File: config.mk
export PLATFORM = sky130hd
export DESIGN_NAME = imu_serial_frame_parser
export DESIGN_NICKNAME = d
export VERILOG_FILES = /design/src/sv/imufp_pkg.sv /design/src/sv/imufp_assemble.sv /design/src/sv/imufp_out.sv /design/src/sv/imu_serial_frame_parser.sv
export SDC_FILE = /design/constraint.sdc
export NUM_CORES = 1
export LEC_CHECK = 0
export BUFFER_PORTS_ARGS = -buffer_cell sky130_fd_sc_hd__buf_4
export CAP_MARGIN = 20
export CORE_ASPECT_RATIO = 0.9
export CORE_MARGIN = 4
export CORE_UTILIZATION = 55
export CTS_CLUSTER_DIAMETER = 100
export DETAILED_ROUTE_END_ITERATION = 12
export GPL_ROUTABILITY_DRIVEN = 0
export MAX_ROUTING_LAYER = met4
export PLACE_DENSITY = 0.78
export SYNTH_ARGS = -nofsm -noshare
export SYNTH_HDL_FRONTEND = slang
export SYNTH_HIERARCHICAL = 1
export SYNTH_SLANG_ARGS = --single-unit
File: constraint.sdc
create_clock -name clock -period 4.28 [get_ports clock]
set_clock_uncertainty 0.1 [all_clocks]
set_input_delay 0.214 -clock clock [delete_from_list [all_inputs] [get_ports clock]]
set_output_delay 0.214 -clock clock [all_outputs]
set_load 0.01 [all_outputs]
File: src/sv/imufp_pkg.sv
// Shared types and constants for the IMU serial frame parser.
// No dependencies; used by every module of the block.
package imufp_pkg;

   localparam logic [7:0] HDR_BYTE   = 8'h55;
   localparam logic [7:0] TYPE_ACC   = 8'h51;
   localparam logic [7:0] TYPE_GYRO  = 8'h52;
   localparam logic [7:0] TYPE_ANGLE = 8'h53;

   localparam int          FRAME_LEN   = 11;
   localparam int          PAYLOAD_LEN = 8;
   localparam int          POS_W       = 4;
   localparam int          IDX_W       = 3;

   localparam logic [POS_W-1:0] POS_HDR   = POS_W'(0);
   localparam logic [POS_W-1:0] POS_TYPE  = POS_W'(1);
   localparam logic [POS_W-1:0] POS_FIRST = POS_W'(2);
   localparam logic [POS_W-1:0] POS_LAST  = POS_W'(FRAME_LEN - 1);

   typedef enum logic [1:0] {
      KIND_ACC   = 2'd0,
      KIND_GYRO  = 2'd1,
      KIND_ANGLE = 2'd2
   } kind_type;

   typedef struct packed {
      logic             valid;
      kind_type         kind;
      logic [15:0]      word_zero;
      logic [15:0]      word_one;
      logic [15:0]      word_two;
      logic [15:0]      word_three;
   } result_type;

endpackage

File: src/sv/imufp_assemble.sv
// Frame assembler: byte position counter, type and payload capture, kind decode.
// Depends on imufp_pkg.
module imufp_assemble (
   input  logic                          clock,
   input  logic                          reset,
   input  logic                          step,
   input  logic [7:0]                    rx_byte,
   output imufp_pkg::result_type         result,
   output logic [imufp_pkg::POS_W-1:0]   position
);

   logic [imufp_pkg::POS_W-1:0] pos_ff, pos_in;
   logic [7:0]                  type_ff;
   logic [7:0]                  payload_ff [imufp_pkg::PAYLOAD_LEN];
   logic [imufp_pkg::POS_W-1:0] idx_full;
   logic [imufp_pkg::IDX_W-1:0] idx;
   logic                        is_payload;
   logic                        is_close;

   assign idx_full   = pos_ff - imufp_pkg::POS_FIRST;
   assign idx        = idx_full[imufp_pkg::IDX_W-1:0];
   assign is_payload = (pos_ff >= imufp_pkg::POS_FIRST) && (pos_ff < imufp_pkg::POS_LAST);
   assign is_close   = (pos_ff >= imufp_pkg::POS_LAST);
   assign position   = pos_ff;

   always_comb begin
      pos_in = pos_ff;
      if (pos_ff == imufp_pkg::POS_HDR) begin
         if (rx_byte == imufp_pkg::HDR_BYTE) pos_in = imufp_pkg::POS_TYPE;
      end else if (is_close) begin
         pos_in = imufp_pkg::POS_HDR;
      end else begin
         pos_in = pos_ff + imufp_pkg::POS_W'(1);
      end
   end

   always_ff @(posedge clock) begin
      if (reset) begin
         pos_ff <= imufp_pkg::POS_HDR;
      end else if (step) begin
         pos_ff <= pos_in;
      end
   end

   always_ff @(posedge clock) begin
      if (step && pos_ff == imufp_pkg::POS_TYPE) type_ff <= rx_byte;
      if (step && is_payload) payload_ff[idx] <= rx_byte;
   end

   always_comb begin
      result            = '0;
      result.word_zero  = {payload_ff[1], payload_ff[0]};
      result.word_one   = {payload_ff[3], payload_ff[2]};
      result.word_two   = {payload_ff[5], payload_ff[4]};
      result.word_three = {payload_ff[7], payload_ff[6]};
      case (type_ff)
         imufp_pkg::TYPE_ACC: begin
            result.kind  = imufp_pkg::KIND_ACC;
            result.valid = step && is_close;
         end
         imufp_pkg::TYPE_GYRO: begin
            result.kind  = imufp_pkg::KIND_GYRO;
            result.valid = step && is_close;
         end
         imufp_pkg::TYPE_ANGLE: begin
            result.kind  = imufp_pkg::KIND_ANGLE;
            result.valid = step && is_close;
         end
         default: begin
            result.kind  = imufp_pkg::KIND_ACC;
            result.valid = 1'b0;
         end
      endcase
   end

endmodule

File: src/sv/imufp_out.sv
// Result register: holds one finished frame until the downstream side takes it.
// Depends on imufp_pkg.
module imufp_out (
   input  logic                  clock,
   input  logic                  reset,
   input  imufp_pkg::result_type result,
   input  logic                  out_ready,
   output logic                  out_free,
   output logic                  out_valid,
   output imufp_pkg::result_type out_data
);

   logic                  valid_ff, valid_in;
   imufp_pkg::result_type data_ff;

   assign out_free  = !valid_ff || out_ready;
   assign valid_in  = out_free ? result.valid : valid_ff;
   assign out_valid = valid_ff;
   assign out_data  = data_ff;

   always_ff @(posedge clock) begin
      if (reset) begin
         valid_ff <= 1'b0;
      end else begin
         valid_ff <= valid_in;
      end
   end

   always_ff @(posedge clock) begin
      if (out_free && result.valid) data_ff <= result;
   end

endmodule

File: src/sv/imu_serial_frame_parser.sv
// Top level of the IMU serial frame parser: input register, assembler, result register.
// Depends on imufp_pkg, imufp_assemble and imufp_out.
//
//   channel | dir | tdata                      | tuser
//   req_    | in  | [7:0] rx_byte              | -
//   rsp_    | out | word_zero..word_three      | [1:0] frame_kind
//
// One byte a cycle is taken unless stalled; the input register feeds the assembler whenever
// the result register is free; a closing byte's result is captured there.
// Synchronous active-high reset clears the position and both valid flags.
// A stalled result holds the byte pipeline; ready then follows rsp_tready while a byte is held.
module imu_serial_frame_parser (
   input  logic        clock,
   input  logic        reset,
   input  logic        req_tvalid,
   output logic        req_tready,
   input  logic [7:0]  req_tdata,   // [7:0] rx_byte
   output logic        rsp_tvalid,
   input  logic        rsp_tready,
   output logic [63:0] rsp_tdata,   // [15:0] word_zero, [31:16] word_one,
                                    // [47:32] word_two, [63:48] word_three
   output logic [1:0]  rsp_tuser    // [1:0] frame_kind
);

   logic                        in_valid_ff, in_valid_in;
   logic [7:0]                  in_byte_ff;
   logic                        out_free;
   logic                        step;
   logic [imufp_pkg::POS_W-1:0] position;
   imufp_pkg::result_type       result;
   imufp_pkg::result_type       out_data;

   assign step        = in_valid_ff && out_free;
   assign req_tready  = !in_valid_ff || out_free;
   assign in_valid_in = req_tready ? req_tvalid : in_valid_ff;

   always_ff @(posedge clock) begin
      if (reset) begin
         in_valid_ff <= 1'b0;
      end else begin
         in_valid_ff <= in_valid_in;
      end
   end

   always_ff @(posedge clock) begin
      if (req_tvalid && req_tready) in_byte_ff <= req_tdata;
   end

   imufp_assemble u_assemble (
      .clock    (clock),
      .reset    (reset),
      .step     (step),
      .rx_byte  (in_byte_ff),
      .result   (result),
      .position (position)
   );

   imufp_out u_out (
      .clock     (clock),
      .reset     (reset),
      .result    (result),
      .out_ready (rsp_tready),
      .out_free  (out_free),
      .out_valid (rsp_tvalid),
      .out_data  (out_data)
   );

   assign rsp_tdata = {out_data.word_three, out_data.word_two,
                       out_data.word_one, out_data.word_zero};
   assign rsp_tuser = out_data.kind;

   a_pos_range: assert property (@(posedge clock) disable iff (reset)
      position <= imufp_pkg::POS_LAST)
      else $error("frame position out of range");

   a_kind_code: assert property (@(posedge clock) disable iff (reset)
      rsp_tvalid |-> (rsp_tuser != 2'd3))
      else $error("invalid frame kind on result");

   a_in_hold: assert property (@(posedge clock) disable iff (reset)
      in_valid_ff && !out_free |=> in_valid_ff && $stable(in_byte_ff))
      else $error("input register lost a byte while stalled");

   a_emit_close: assert property (@(posedge clock) disable iff (reset)
      result.valid |-> step && position == imufp_pkg::POS_LAST)
      else $error("result raised outside the closing byte");

endmodule
Word level (Yosys, flattened, before mapping) --
Memory sizes are Yosys's and may differ from the RTL's. A register that Yosys moved wholly into a read port is not among the register bits. Index checks and enable logic that the tools add are counted.
Storage, ports and cells: register bits 24, bits in writable memories 64, input bits 12, output and inout bits 68, memories kept 1
Memories:
- u_assemble.payload_ff | words 8, width 8, rd ports 8, clocked after Yosys merged registers in 8, wr ports 1, line imufp_assemble.sv:14 | logic [7:0] payload_ff [imufp_pkg::PAYLOAD_LEN];
Operators by class: add/subtract/negate cells 2, $lt $le $gt $ge 3, equality and inequality tests 6, multiplexer cells 6, reduce and logical (&&, ||, !) cells 13
Operators by type and width (count):
- $eq A8 B7 Y1 const B | 4
- $mux W4 | 3
- $pmux W3 S3 | 1
- $logic_and A1 B1 Y1 | 7
- $add A4 B1 Y4 const B | 1
- $eq A4 B1 Y1 const B | 1
- $ge A4 B2 Y1 const B | 1
- $ge A4 B4 Y1 const B | 1
- $logic_not A4 Y1 | 1
- $lt A4 B4 Y1 const B | 1
- $sub A3 B2 Y3 const B | 1
- $logic_not A1 Y1 | 2
- $logic_or A1 B1 Y1 | 2
- $mux W1 | 2
- $ne A2 B2 Y1 const B | 1
- $reduce_and A2 Y1 | 1

Depth between registers and ports, before layout --
Gate-level depths: netlist (run 1).
depth in word-level cells 6, depth in mapped cells 6, gate-level depth less buffers 5

Cells and area by module --
Netlist (run 1), hierarchy kept.
Modules (own cells, without submodules):
- imufp_assemble | instances 1, cells each 128, area each 2581.2 µm², seq. area each 2242.2 µm²
- imufp_out | instances 1, cells each 72, area each 2067.0 µm², seq. area each 2031.9 µm²
- imu_serial_frame_parser | instances 1, cells each 14, area each 302.8 µm², seq. area each 260.2 µm²

Least setup slack after synthesis (run 1) --
OpenSTA, ideal clock, no wires.
path kind register to register, start point reg u_assemble.type_ff[3], end point reg u_out/out_data[0] (netlist name), library setup time 0.378 ns, arrival time 1.893 ns, path slack 1.909 ns, cell stages (with the launch flop) 5, cells stage by stage edfxtp_1 or4b_4 nor3b_2 o2111a_1 and2_4
RTL lines:
- start, declared | line imufp_assemble.sv:13 | logic [7:0] type_ff;
- start signal, assigned | line imufp_assemble.sv:46 | if (step && pos_ff == imufp_pkg::POS_TYPE) type_ff <= rx_byte;

==> impl_metrics.json, run 1 <==
{
  "status": "finished clean",
  "powerDensity_mw_per_mm2": 477,
  "drc": 0,
  "num_io_pins": 80,
  "dpl.cell_count": 408,
  "instances_no_fill": 454,
  "r2r_cells": 4,
  "power.leakage_nw": 2.23,
  "fp.coreArea_mm2": 0.00865,
  "syn_to_final_growth_pct": 28.7,
  "r2r_end": "u_out/out_data[64]",
  "holdCritPathClass": "input pin to flip-flop",
  "syn_avg_cell_area_um2": 23.1,
  "worstSetupPathType": "flip-flop to flip-flop",
  "power_mw": 3.02,
  "std_cell_rows": 32,
  "tightest_slew_ns": 1.08,
  "vdd_drop_max_v": 0.000298,
  "path_buf_inv": 0,
  "cts.sinks": 152,
  "crit_cells": 4,
  "syn-instance-count": 213,
  "final.min_clock_period_ns": 2.59,
  "fin_setup_tns_ns": 0,
  "wl_per_cell_um": 18.0,
  "die_h_um": 97.7,
  "via_count": 2318,
  "max_slew_margin_pct": 27.5,
  "detail-route-antenna-nets": 0,
  "ys_warn_count": 6,
  "dieArea_mm2": 0.0105,
  "drtIter0Drc": 224,
  "arrival_ns": 2.64,
  "worstPathMaxFanout": 66,
  "synth_area_mm2": 0.00492,
  "start_kind": "flip-flop",
  "grt_max_degree": 67,
  "place_area_mm2": 0.00565,
  "regArea_mm2": 0.00450,
  "cts-resized-gates": 0,
  "final_nets": 338,
  "cts-buffers-inserted": 17,
  "fin_area_mm2": 0.00633,
  "place_hpwl_mm": 4.84,
  "reg2reg_from": "u_assemble/type_ff[3]",
  "cp-end-kind": "flip-flop",
  "die_x_um": 108,
  "cts_root_buf": "clkbuf_8",
  "drtPass1Iterations": 4,
  "grt_pass1_vias": 2229,
  "path_delay_family": "simple AND/OR/NAND/NOR gates",
  "antenna_found_initial": 0,
  "fin_crit_sh_pct": 60.4,
  "grt_pass1_wl_mm": 12.3,
  "crit_path_cell_trace": "or4b_4, nor3b_2, o2111a_1, and2_4",
  "cpPeakStageDelay_ns": 0.69,
  "slowest_stage": "and2_4",
  "utilization_pct": 73.2,
  "synth_nets": 229,
  "cp.required_ns": 4.33,
  "wirelength_mm": 8.16,
  "final.fill_count": 489,
  "io_buffers": 79,
  "cap_violations": 0,
  "drv_slew": 0,
  "cts.clk_slew.worst_paths_ns": 0.06,
  "ff2ff_setup_slack_ns": 1.69,
  "start_util_pct": 56.9,
  "fmax_mhz": 387,
  "cts_max_level": 4,
  "grt_usage_pct": 17.0,
  "endpoint": "u_out/out_data[64]",
  "hold_viol_final": 0,
  "drive_above_1_share_pct": 36.4,
  "rsz0062_at_grt": "no",
  "clk_path_buf_depth": 2,
  "crit_start": "u_assemble/type_ff[3]",
  "clk_latency_ns": 0.52,
  "tritoncts": "built",
  "gr-total-overflow": 0,
  "diodes": 0,
  "vias_per_cell": 5.11,
  "finalSetupViolations": 0,
  "multi_input_area_um2": 390
}
cells in the final DEF, fill, tap and decap left out, drive strengths merged:
| cell | count |
|---|---|
| a211oi | 1 |
| a21o | 1 |
| a21oi | 2 |
| a221oi | 1 |
| a32o | 1 |
| a41oi | 1 |
| and2 | 3 |
| and3 | 2 |
| and3b | 1 |
| buf | 80 |
| clkbuf | 19 |
| clkinv | 5 |
| clkinvlp | 1 |
| dfxtp | 6 |
| dlygate4sd3 | 12 |
| edfxtp | 146 |
| ha | 4 |
| inv | 12 |
| nand2 | 4 |
| nand2b | 4 |
| nand3 | 3 |
| nand3b | 1 |
| nand4bb | 1 |
| nor2 | 9 |
| nor2b | 1 |
| nor3 | 4 |
| nor3b | 1 |
| o2111a | 1 |
| o21ai | 6 |
| or4b | 1 |
| or4bb | 1 |
repair_timing:
action | in CTS | in global routing
hold endpoints to repair | 22 | 0
hold buffers | 12 | 0
setup buffers | 0 | 0
power by group:
group          total (mW)  switching [mW]  internal [mW]
clock                1.34           0.603          0.738
sequential           1.65          0.0228           1.63
combinational      0.0246         0.00781         0.0168
stage by stage:
step                      worst slack, ns  hold WS [ns]
after global placement               1.76         0.294
after CTS                            1.69         0.280
after global routing                 1.49         0.291
after detailed placement             1.70         0.294
after floorplan                      1.94         0.176
final                                1.69         0.306
sequential cells by signal, indices dropped and copies added (netlist names):
signal,flops
u_out/out_data,66
in_byte_ff,8
in_valid_ff,1
u_assemble/type_ff,8
u_out/out_valid,1
u_assemble/position,4
u_assemble/payload_ff,64
how the worst min path moves through the flow:
stage | from | end | slack [ns] | depth (start not counted)
final | req_tdata[0] | in_byte_ff[0] | 0.31 | 2
after CTS | req_tdata[0] | in_byte_ff[0] | 0.28 | 2
after floorplan | reset | in_valid_ff | 0.18 | 1
after global placement | req_tdata[5] | in_byte_ff[5] | 0.29 | 1
after detailed placement | req_tdata[0] | in_byte_ff[0] | 0.29 | 1
after global routing | req_tdata[0] | in_byte_ff[0] | 0.29 | 2
routing by layer:
metal | vias to the layer above | GRT usage (%) | part of all wire, %
li1 | 1058 | - | -
met1 | 1129 | 20.9 | 40
met2 | 117 | 26.0 | 50
met3 | 14 | 5.88 | 7.8
met4 | 0 | 6.89 | 1.8
met5 | - | - | 0
area by class of cell:
class / count / share of cell area (%)
clock buffers: 18 / 6.60
repair buffers: 93 / 11.5
inverters: 4 / 0.237
well taps: 119 / 2.35
multi-input cells: 54 / 6.16
flip-flops and latches: 152 / 71.1
clock inverters: 14 / 2.09
Power figures use the tool's default switching activity.
==> run 2, diff against run 1 <==
--- a/config.mk
+++ b/config.mk
@@ -9,12 +9,12 @@
 export CAP_MARGIN = 20
 export CORE_ASPECT_RATIO = 0.9
 export CORE_MARGIN = 4
-export CORE_UTILIZATION = 55
+export CORE_UTILIZATION = 50
 export CTS_CLUSTER_DIAMETER = 100
 export DETAILED_ROUTE_END_ITERATION = 12
 export GPL_ROUTABILITY_DRIVEN = 0
 export MAX_ROUTING_LAYER = met4
-export PLACE_DENSITY = 0.78
+export PLACE_DENSITY = 0.75
 export SYNTH_ARGS = -nofsm -noshare
 export SYNTH_HDL_FRONTEND = slang
 export SYNTH_HIERARCHICAL = 1
==> constraint.sdc (replaced) <==
create_clock -name clock -period 2.2 [get_ports clock]
set_clock_uncertainty 0.1 [all_clocks]
set_input_delay 0.11 -clock clock [delete_from_list [all_inputs] [get_ports clock]]
set_output_delay 0.11 -clock clock [all_outputs]
set_load 0.01 [all_outputs]
==> run 2 against run 1 <==
Against the previous run: cell count is 4.2% higher; die area rose by 9.2%; first-iteration DRC count down 11%; flip-flop and latch count is the same; sequential power grew 94%; cell area grew 2.6%; largest power group unchanged.
==> impl_metrics.json, run 2 (synthesized netlist as in run 1, its figures left out) <==
{
  "clk_path_buf_depth": 2,
  "die_x_um": 113,
  "power.leakage_nw": 2.31,
  "final.min_clock_period_ns": 2.19,
  "finalSetupViolations": 0,
  "r2r_end": "u_out/out_data[20]",
  "worstSetupPathType": "flip-flop to flip-flop",
  "largest_register_ff_count": 66,
  "dieArea_mm2": 0.0115,
  "via_count": 2339,
  "cp.required_ns": 2.32,
  "fin_crit_sh_pct": 99.6,
  "hold_slack_ns": 0.213,
  "antenna_found_initial": 0,
  "diodes": 0,
  "pre_cts_slack_ns": 0.0278,
  "utilization_pct": 67.3,
  "reg2reg_from": "u_assemble/type_ff[3]",
  "syn_to_final_growth_pct": 32.1,
  "status": "finished clean",
  "cts-buffers-inserted": 17,
  "grt_usage_pct": 16.6,
  "drv_slew": 0,
  "layout_common_cells": "edfxtp_1 (146), buf_4 (89), clkbuf_16 (17), dlygate4sd3_1 (12), nor2_1 (9)",
  "clk_latency_ns": 0.51,
  "pwr-share-seq_pct": 54.0,
  "instances_no_fill": 473,
  "vdd_drop_max_v": 0.000512,
  "start_util_pct": 51.0,
  "grt_pass1_vias": 2425,
  "drc": 0,
  "layout_commonest_cell": "edfxtp_1",
  "place_area_mm2": 0.00580,
  "ff2ff_setup_slack_ns": 0.008,
  "p_int_mw": 4.81,
  "r2r_cells": 5,
  "setup_ws_ns": 0.00814,
  "hp-start": "req_tdata[4]",
  "cts.sinks": 152,
  "drtPass1Iterations": 4,
  "cts_root_buf": "clkbuf_8",
  "cts_max_level": 4,
  "grt_pass1_wl_mm": 13.2,
  "p_clk_share_pct": 44.7,
  "cts.clk_slew.worst_paths_ns": 0.06,
  "cp-end-kind": "flip-flop",
  "hold_viol_final": 0,
  "detail-route-antenna-nets": 0,
  "grt_max_degree": 32,
  "drive_above_1_share_pct": 38.0,
  "fp.coreArea_mm2": 0.00966,
  "vias_per_cell": 4.95,
  "die_h_um": 102,
  "wirelength_mm": 8.67,
  "cap_violations": 0,
  "p_sw_mw": 1.11,
  "rsz0062_at_grt": "yes",
  "dpl.cell_count": 428,
  "final_nets": 350,
  "worstPathMaxFanout": 15,
  "fmax_mhz": 456,
  "combPwrFrac_pct": 1.3,
  "power_mw": 5.92,
  "arrival_ns": 2.31,
  "wl_per_cell_um": 18.3,
  "tightest_slew_ns": 0.726,
  "holdCritPathClass": "input pin to flip-flop",
  "powerDensity_mw_per_mm2": 912,
  "gr-total-overflow": 0,
  "swShare_pct": 18.7,
  "start_kind": "flip-flop",
  "fin_area_mm2": 0.00650,
  "std_cell_rows": 34,
  "min_to": "in_byte_ff[4]",
  "tritoncts": "built",
  "fin_setup_tns_ns": 0,
  "io_buffers": 79,
  "max_slew_margin_pct": 51.4,
  "num_io_pins": 80,
  "drtIter0Drc": 199,
  "holdPathStages": 2
}
## run 2: cell count changes in the layout (fill, tap and decap cells not counted), sizes merged
cell,previous run,this run
buf,80,92
clkinvlp,1,5
inv,12,5
clkbuf,19,20
bufinv,0,2
## run 2: repair_timing
item | 4_1_cts | 5_1_grt
hold endpoints to repair | 22 | 0
gates resized for setup | 0 | 1
setup endpoints to repair | 0 | 60
setup buffers | 0 | 0
hold buffers | 12 | 0
## run 2: cell type report
type	instances	area (µm²)
clock inverter	13	130
multi-input combinational	54	397
tap	126	158
clock buffer	19	422
inverter	4	15.0
sequential	152	4500
fill	607	3160
timing repair buffer	105	873
## run 2: how the worst max path moves through the flow
stage                                startpoint                 end  cells after the start
after CTS                 u_assemble/type_ff[3]  u_out/out_data[22]                      5
after global placement    u_assemble/type_ff[3]  u_out/out_data[50]                      5
final                     u_assemble/type_ff[3]  u_out/out_data[20]                      5
after global routing      u_assemble/type_ff[3]  u_out/out_data[20]                      5
after detailed placement  u_assemble/type_ff[2]  u_out/out_data[54]                      5
after floorplan           u_assemble/type_ff[3]   u_out/out_data[0]                      4
## run 2: power by group through the flow
stage / combinational (mW) / sequential (mW) / clock, mW
after global routing: 0.0824 / 3.20 / 2.86
final: 0.0772 / 3.20 / 2.65
after global placement: 0.0579 / 3.26 / 0
after floorplan: 0.0127 / 3.25 / 0
after detailed placement: 0.0610 / 3.26 / 0
after CTS: 0.0777 / 3.20 / 2.69
## run 2: layer usage
metal  up-vias  global-route usage (%)  share of wire (%)  routed length [µm]
met1      1145                    18.6                 38                3290
met5         -                       -                  0                   0
met4         0                    8.60                2.8                 246
met2        89                    26.6                 52                4550
li1       1084                       -                  -                   -
met3        21                    5.86                6.7                 584
## run 2: critical path, cell delays in order, from the launching register on
cell and delay, ns:
edfxtp_1 0.36, or4b_4 0.55, nor3b_4 0.22, o2111a_1 0.22
and2_4 0.24, clkbuf_16 0.20
==> run 3, diff against run 2 <==
--- a/config.mk
+++ b/config.mk
@@ -7,7 +7,7 @@
 export LEC_CHECK = 0
 export BUFFER_PORTS_ARGS = -buffer_cell sky130_fd_sc_hd__buf_4
 export CAP_MARGIN = 20
-export CORE_ASPECT_RATIO = 0.9
+export CORE_ASPECT_RATIO = 0.8
 export CORE_MARGIN = 4
 export CORE_UTILIZATION = 50
 export CTS_CLUSTER_DIAMETER = 100
==> run 3 against run 2 <==
Against the previous run: maximum frequency barely moved; global-route usage hardly changed; register-to-register slack hardly changed; worst setup slack better by 0.0014 ns; flip-flop and latch count unchanged; critical endpoint is now u_out/out_data[26].
==> impl_metrics.json, run 3 (synthesized netlist as in run 1, its figures left out) <==
{
  "use_met2_pct": 25.4,
  "fin_crit_sh_pct": 99.6,
  "holdPathStages": 0,
  "io_buffers": 79,
  "grt_pass1_wl_mm": 13.7,
  "final.min_clock_period_ns": 2.19,
  "grt_max_degree": 33,
  "via_count": 2388,
  "worstSetupPathType": "flip-flop to flip-flop",
  "ff2ff_setup_slack_ns": 0.01,
  "grtUsageMet1_pct": 20.8,
  "cap_violations": 0,
  "max_slew_margin_pct": 46.5,
  "instances_no_fill": 467,
  "place_hpwl_mm": 5.33,
  "fin_area_mm2": 0.00651,
  "drtPass1Iterations": 5,
  "drtIter0Drc": 219,
  "cp-end-kind": "flip-flop",
  "status": "finished clean",
  "layout_commonest_cell": "edfxtp_1",
  "finalSetupViolations": 0,
  "hold_viol_final": 0,
  "vdd_drop_max_v": 0.000520,
  "drive_above_1_share_pct": 38.8,
  "clk_latency_ns": 0.41,
  "pwr-share-seq_pct": 52.9,
  "wirelength_mm": 8.90,
  "gr-total-overflow": 0,
  "start_kind": "flip-flop",
  "cts_max_level": 4,
  "busiest_layer": "met2",
  "cp.required_ns": 2.22,
  "cts.clk_slew.worst_paths_ns": 0.06,
  "grt_use_met3_pct": 4.85,
  "num_io_pins": 80,
  "cts.sinks": 152,
  "rsz0062_at_grt": "yes",
  "antenna_found_initial": 0,
  "diodes": 0,
  "layout_common_cells": "edfxtp_1 (146), buf_4 (90), clkbuf_16 (18), dlygate4sd3_1 (12), nor2_1 (9)",
  "grt_pass1_vias": 2421,
  "cts_root_buf": "clkbuf_16",
  "final_nets": 351,
  "utilization_pct": 67.7,
  "p_int_mw": 4.80,
  "fin_setup_tns_ns": 0,
  "largest_register_ff_count": 66,
  "hold_slack_ns": 0.309,
  "pre_cts_slack_ns": 0.0378,
  "fmax_mhz": 457,
  "fp.coreArea_mm2": 0.00961,
  "power.leakage_nw": 2.33,
  "swShare_pct": 20.5,
  "detail-route-antenna-nets": 0,
  "power_mw": 6.03,
  "die_x_um": 119,
  "post_cts_buffers": 0,
  "drv_slew": 0,
  "drc": 0,
  "p_sw_mw": 1.23,
  "holdCritPathClass": "flip-flop to flip-flop",
  "vias_per_cell": 5.11,
  "r2r_cells": 5,
  "clk_path_buf_depth": 2,
  "dieArea_mm2": 0.0115,
  "place_area_mm2": 0.00578,
  "wl_per_cell_um": 19.1,
  "powerDensity_mw_per_mm2": 927,
  "grt_usage_pct": 16.6,
  "worstPathMaxFanout": 16,
  "std_cell_rows": 32,
  "combPwrFrac_pct": 1.4,
  "cts-buffers-inserted": 17,
  "setup_ws_ns": 0.00955,
  "tightest_slew_ns": 0.800,
  "syn_to_final_growth_pct": 32.3,
  "dpl.cell_count": 422,
  "arrival_ns": 2.21,
  "die_h_um": 96.7,
  "p_clk_share_pct": 45.7,
  "start_util_pct": 51.2,
  "tritoncts": "built"
}
==> run 3: cell count changes in the layout (fill, tap and decap cells not counted), sizes merged <==
| cell | previous run | this run |
|---|---|---|
| bufinv | 2 | 1 |
| inv | 5 | 10 |
| clkbuf | 20 | 19 |
| clkinvlp | 5 | 4 |
| buf | 92 | 93 |
| clkinv | 5 | 3 |
==> run 3: path summary, 6_finish.rpt <==
| kind | startpoint | to |
|---|---|---|
| worst max-delay path | u_assemble/type_ff[3] | u_out/out_data[26] |
| worst min-delay path | u_assemble/payload_ff[5][4] | u_out/out_data[28] |
| worst max register to register | u_assemble/type_ff[3] | u_out/out_data[26] |
| worst min register to register | u_assemble/payload_ff[5][4] | u_out/out_data[28] |
==> run 3: power by group through the flow <==
stage / Sequential (mW) / Combinational (mW) / Clock, mW
floorplan: 3.25 / 0.0127 / 0
global placement: 3.25 / 0.0675 / 0
detailed placement: 3.26 / 0.0701 / 0
CTS: 3.19 / 0.0870 / 2.80
global route: 3.19 / 0.0920 / 2.94
finish: 3.19 / 0.0857 / 2.76
==> run 3: layout make-up <==
type                            count  area, µm²
Fill cell                         596       3100
Timing Repair Buffer              106        876
Inverter                            4       15.0
Clock inverter                     14        140
Multi-Input combinational cell     54        397
Tap cell                          119        149
Clock buffer                       18        429
Sequential cell                   152       4500
==> run 3: timing repair <==
action,4_1_cts,5_1_grt
setup endpoints to repair,0,45
endpoints found under the hold margin,22,0
gates resized for setup,0,3
hold buffers,12,0
==> run 3: per-layer routing <==
metal	vias up	routed length, µm
met2	116	4590
li1	1086	-
met5	-	0
met3	10	639
met4	0	87
met1	1176	3580
==> run 3: critical path: stages, from the launching register on <==
cell       delay, ns
edfxtp_1        0.38
or4b_4          0.55
nor3b_4         0.21
o2111a_1        0.21
and2_4          0.24
clkbuf_16       0.21
